<file path="src/d2q9_pkg.sv">
// Shared constants of the D2Q9 collide block: lattice directions.
package d2q9_pkg;

   localparam int NDIR = 9;

   // Lattice velocity components, in population order sw, s, se, w, rest, e, nw, n, ne.
   localparam int DIR_EX [NDIR] = '{-1, 0, 1, -1, 0, 1, -1, 0, 1};
   localparam int DIR_EY [NDIR] = '{-1, -1, -1, 0, 0, 0, 1, 1, 1};

endpackage

</file>
<file path="src/d2q9_mulq.sv">
// Fixed-point multiply with floor shift and saturation to the value range.
module d2q9_mulq
   import d2q9_pkg::*;
#(
   parameter int AW = 24,
   parameter int BW = 24,
   parameter int V  = 24,
   parameter int F  = 20
) (
   input  logic signed [AW-1:0] a,
   input  logic signed [BW-1:0] b,
   output logic signed [V-1:0]  y
);

   localparam int PW = AW + BW;
   localparam logic signed [PW-1:0] YMAX = PW'((longint'(1) << (V - 1)) - 1);
   localparam logic signed [PW-1:0] YMIN = ~YMAX;

   logic signed [PW-1:0] prod;
   logic signed [PW-1:0] sh;

   assign prod = PW'(a) * PW'(b);
   assign sh   = prod >>> F;
   assign y    = (sh > YMAX) ? YMAX[V-1:0] : ((sh < YMIN) ? YMIN[V-1:0] : sh[V-1:0]);

endmodule

</file>
<file path="config.mk">
export PLATFORM = sky130hd
export DESIGN_NAME = d2q9_mulq
export DESIGN_NICKNAME = d
export VERILOG_FILES = /design/src/d2q9_pkg.sv /design/src/d2q9_mulq.sv
export SDC_FILE = /design/constraint.sdc
export NUM_CORES = 2
export LEC_CHECK = 0
export BUFFER_PORTS_ARGS = -buffer_cell sky130_fd_sc_hd__clkbuf_2
export CORE_AREA = 2 2 208 210
export DETAILED_ROUTE_END_ITERATION = 6
export DIE_AREA = 0 0 210 212
export GPL_TIMING_DRIVEN = 0
export PLACE_DENSITY = 0.66
export SKIP_LAST_GASP = 1
export SLEW_MARGIN = 0
export SYNTH_ARGS = -nofsm -noshare
export SYNTH_HDL_FRONTEND = slang
export SYNTH_SLANG_ARGS = --single-unit
</file>
<file path="constraint.sdc">
create_clock -name vclk -period 17.5
set_input_delay 4.375 -clock vclk [all_inputs]
set_output_delay 4.375 -clock vclk [all_outputs]
set_load 0.02 [all_outputs]
</file>
**Word-level counts from Yosys, hierarchy flattened**

Index checks and enable logic that the tools add are counted.

- Shift operators: 0
- Equality and inequality tests: 0
- Reductions and logical operators: 0
- $mul: 1
- Divide/modulo/power cells: 0
- Bitwise operators: 0
- Order comparisons: 2
- $add $sub $neg: 0
- Mux-type cells: 2

Operators with widths:

| operator | count |
|---|---|
| $mul 24x24->48 | 1 |
| $mux 24 | 2 |
| $gt 28x24->1 const B | 1 |
| $lt 28x24->1 const B | 1 |

- Bits in latches: 0
- Memory bits (read-only): 0
- Output and inout bits: 24
- Memories: 0
- Register bits: 0
- Input port bits: 48
- Word-level logic and storage cells: 5
- Bits in writable memories: 0

**Depth between registers and ports, before layout**

- Word-level depth: 4
- Depth in mapped cells: 27
- Depth with buffers taken out: 25

**Least setup slack after synthesis**

Ideal clock, no wire load.

- Path kind: input to output
- Start point: in a[23]
- End point: out y[17]
- Path buffers: 1
- Data arrival time: 11736 ps
- Setup slack: 1389 ps
- Cell stages on the path: 22
- Path through: clkbuf_1 -> nand2_1 -> inv_1 -> fa_1 -> fa_1 -> inv_1 -> fa_1 -> inv_1 -> fa_1 -> fa_1 -> fa_1 -> fa_1 -> ha_1 -> nand4_1 -> nor3_1 -> and3_1 -> inv_1 -> a211oi_2 -> o211ai_1 -> a311oi_1 -> a311oi_4 -> o31ai_1

- Word-level cells in the longest chain between the ends: 4
- Elaborated cells on any way between the ends: 5
- Those cells by class: 1 x mul; 2 x order compare; 2 x mux

RTL lines:

| element | RTL line | source |
|---|---|---|
| start, declared | d2q9_mulq.sv:10 | `input logic signed [AW-1:0] a,` |
| $mul 24x24->48 * | d2q9_mulq.sv:22 | `assign prod = PW'(a) * PW'(b);` |
| $lt 28x24->1 | d2q9_mulq.sv:24 | `assign y = (sh > YMAX) ? YMAX[V-1:0] : ((sh < YMIN) ? YMIN[V-1:0] : sh[V-1:0]);` |
| $mux 24 | d2q9_mulq.sv:24 |  |
| $mux 24 * | d2q9_mulq.sv:24 |  |
| end, declared | d2q9_mulq.sv:12 | `output logic signed [V-1:0] y` |

Every way passes the cells marked *; elsewhere a longest branch is shown, timed or not.

**Final worst setup path**

- Start point: in b[9]
- End point: out y[18]

- Word-level cells in the longest chain between the ends: 4
- Elaborated cells on any way between the ends: 5
- Those cells by class: 1 x mul; 2 x order compare; 2 x mux

RTL lines:

| element | RTL line | source |
|---|---|---|
| start, declared | d2q9_mulq.sv:11 | `input logic signed [BW-1:0] b,` |
| $mul 24x24->48 * | d2q9_mulq.sv:22 |  |
| $lt 28x24->1 | d2q9_mulq.sv:24 |  |
| $mux 24 | d2q9_mulq.sv:24 |  |
| $mux 24 * | d2q9_mulq.sv:24 |  |

Marks and branches as above.

==> run_results.csv <==
group,metric,value,unit
synthesis,syn_nets,3060,
global_routing,grt.total_usage,0.309,
cts,cts_hold_buf,0,
timing,drv_slew,0,
synthesis,synth.avg_cell_area,9.21,um2
synthesis,synth_mux_area_frac,0,
synthesis,synthAdderAreaFrac,0.656,
synthesis,synth-compound-area-share,0.0477,
global_routing,grt_max_degree,16,
placed_design,dp_hpwl,56200,um
global_routing,grt_pass1_wl,102000,um
synthesis,synth_cells,2276,
critical_path,cp.arrival,12.82,ns
synthesis,yosysWarnings,0,
synthesis,synth_top_family_by_area,"adder cells",
timing,fin_hold_ws,10.14,ns
synthesis,synth_xor_area_frac,0.0150,
die,coreArea,42500,um2
layout,seq_cell_count,0,
hold_path,hold_depth,8,
die,die_h,212,um
global_routing,overflow,0,
die,start_util,0.493,
placed_design,place_congestion,0.951,
route,drtIter0Drc,1008,
timing,hold_viol,0,
timing,fin_crit_sh,0.982,
placed_design,port_buffers,72,
hold_path,hold_path.class,"input port to primary output",
route,wl_per_cell,22.4,um
synthesis,ys_seq_area_frac,0,
synthesis,yosys.cell_types.count,50,
layout,syn_to_final_growth,5.08,%
critical_path,path_class,"input port to primary output",
route,dr.pass1.iters,6,
global_routing,grt_antenna_before_repair,2,
layout,seq_area,0,um2
die,num_rows,76,
critical_path,cp-start-kind,"input port",
critical_path,crit_fanout,10,
die,fp.dieArea,44500,um2
route,drc_errors,0,
route,route.antenna.remaining_nets,0,
route,vias_per_cell,5.48,
outcome,outcome,"finished, final reports clean",
critical_path,cp.required,13.12,ns
die,ioPinCount,72,
route,vias,15800,
route,drt-total-wl,64900,um
timing,fmaxAchievable,0.0582,GHz
global_routing,grt_pass1_vias,17600,
run,cap_violations,0,
synthesis,syn-cell-area,21000,um2
synthesis,synthSimpleGateAreaFrac,0.156,
timing,slew_headroom,0.412,
layout,layout.nets,3133,
die,die_width,210,um
layout,clockBufferCount,0,
timing,min_period,17.19,ns
timing,tightest_slew,0.881,ns
layout,drive_gt1_frac,0.0469,
timing,setup_viol,0,
critical_path,endpoint_kind,"primary output",
## cell type report
class                      count  area (um2)
fill                        3978       20500
multi-input combinational   1584       18400
inverter                     590        2220
tap                          546         683
buffer                        99         402
timing repair buffer          74         375
antenna                        1        2.50
## metrics by stage
stage	area, um2	setup WS (ns)	TNS [ns]	instances	util
after CTS	22000	0.0787	0	2892	0.518
final	22000	0.307	0	2894	0.518
after floorplan	21000	1.39	0	2276	-
after detailed placement	22000	-0.456	-9.44	2894	0.518
after global placement	22000	-0.386	-7.61	2894	0.518
after global routing	22000	-0.0119	-0.0119	2893	0.518
## metal layers
layer	vias up	track usage	share of wire
li1	6682	-	-
met1	8300	0.399	0.38
met2	697	0.524	0.48
met3	168	0.0340	0.074
met4	0	0.152	0.062
met5	-	0	0
## worst paths after layout
kind              start     to  slack [ns]
setup / recovery   b[9]  y[18]        0.31
hold / removal     a[1]   y[2]       10.14
## synth_stat cells (2+ instances only)
library cell    n  area, um2
ha_1          130       1630
a21oi_1        39        195
nand2_1       324       1220
nand2b_1        7       43.8
a22oi_1         2       15.0
fa_1          606      12100
xor2_1         10       87.6
buf_6           2       22.5
and2_1        261       1630
buf_2           3       15.0
nor2_1         34        128
o21bai_1        6       45.0
o31ai_1         3       22.5
nand3_1         5       25.0
o21a_1          6       45.0
a21o_1         10       75.1
nand4_1         8       50.1
and3_1          5       31.3
o211ai_1        7       52.6
o21ai_0        27        135
inv_1         589       2210
nor3_1         14       70.1
nor2b_1         3       18.8
o21ai_2        19        166
a211o_1         2       17.5
a41oi_1         3       26.3
clkbuf_1       96        360
xnor2_1        26        228
a211oi_1        2       15.0
o21ai_1         4       20.0
a31oi_1         4       25.0
## cells by family (layout without fill, tap and decap cells)
| kind of cell | Yosys count | count (layout) |
|---|---|---|
| xor+xnor | 36 | 36 |
| buf+inv | 692 | 763 |
| simple gates | 667 | 667 |
| fa+ha+maj | 736 | 736 |
| compound gates | 145 | 145 |
| other cells | 0 | 1 |
## cells in the final DEF (no fill, tap or decap), types with 2 or more instances in the layout
master	netlist	layout
nor2b_1	3	3
o21bai_1	6	6
a21oi_1	39	39
ha_1	130	130
o21ai_1	4	4
o21ai_0	27	27
fa_1	606	604
a31oi_1	4	4
a21o_1	10	10
nand2_1	324	324
a22oi_1	2	2
nand2b_1	7	7
nor2_1	34	34
inv_1	589	588
a211oi_1	2	2
clkbuf_1	96	91
buf_4	1	3
fa_2	0	2
xor2_1	10	10
o31ai_1	3	3
a211o_1	2	2
o211ai_1	7	7
and3_1	5	5
buf_2	3	2
clkbuf_4	0	2
o21a_1	6	6
clkbuf_2	0	73
buf_6	2	2
a41oi_1	3	3
nor3_1	14	14
and2_1	261	261
nand3_1	5	5
o21ai_2	19	19
nand4_1	8	8
xnor2_1	26	26
## worst max-delay path: stages
cell and delay (ns):
clkbuf_2 0.20, clkbuf_1 0.65, nand2_1 0.34, fa_1 0.76, inv_1 0.14, fa_1 0.70
inv_1 0.23, fa_1 0.53, fa_1 0.56, inv_1 0.05, fa_1 0.50, fa_1 0.44
fa_1 0.54, ha_1 0.45, nand2_1 0.10, nor2_1 0.17, and3_1 0.17, inv_1 0.08
a2111oi_4 0.35, o31a_1 0.29, o21ai_0 0.15, o32ai_2 0.42, buf_4 0.29, o31ai_1 0.12
clkbuf_2 0.19
## repair_timing
item | CTS | global route
setup endpoints to repair | 23 | 23
gates resized for setup | 4 | 4
setup buffers | 0 | 2
pin swaps | 0 | 2
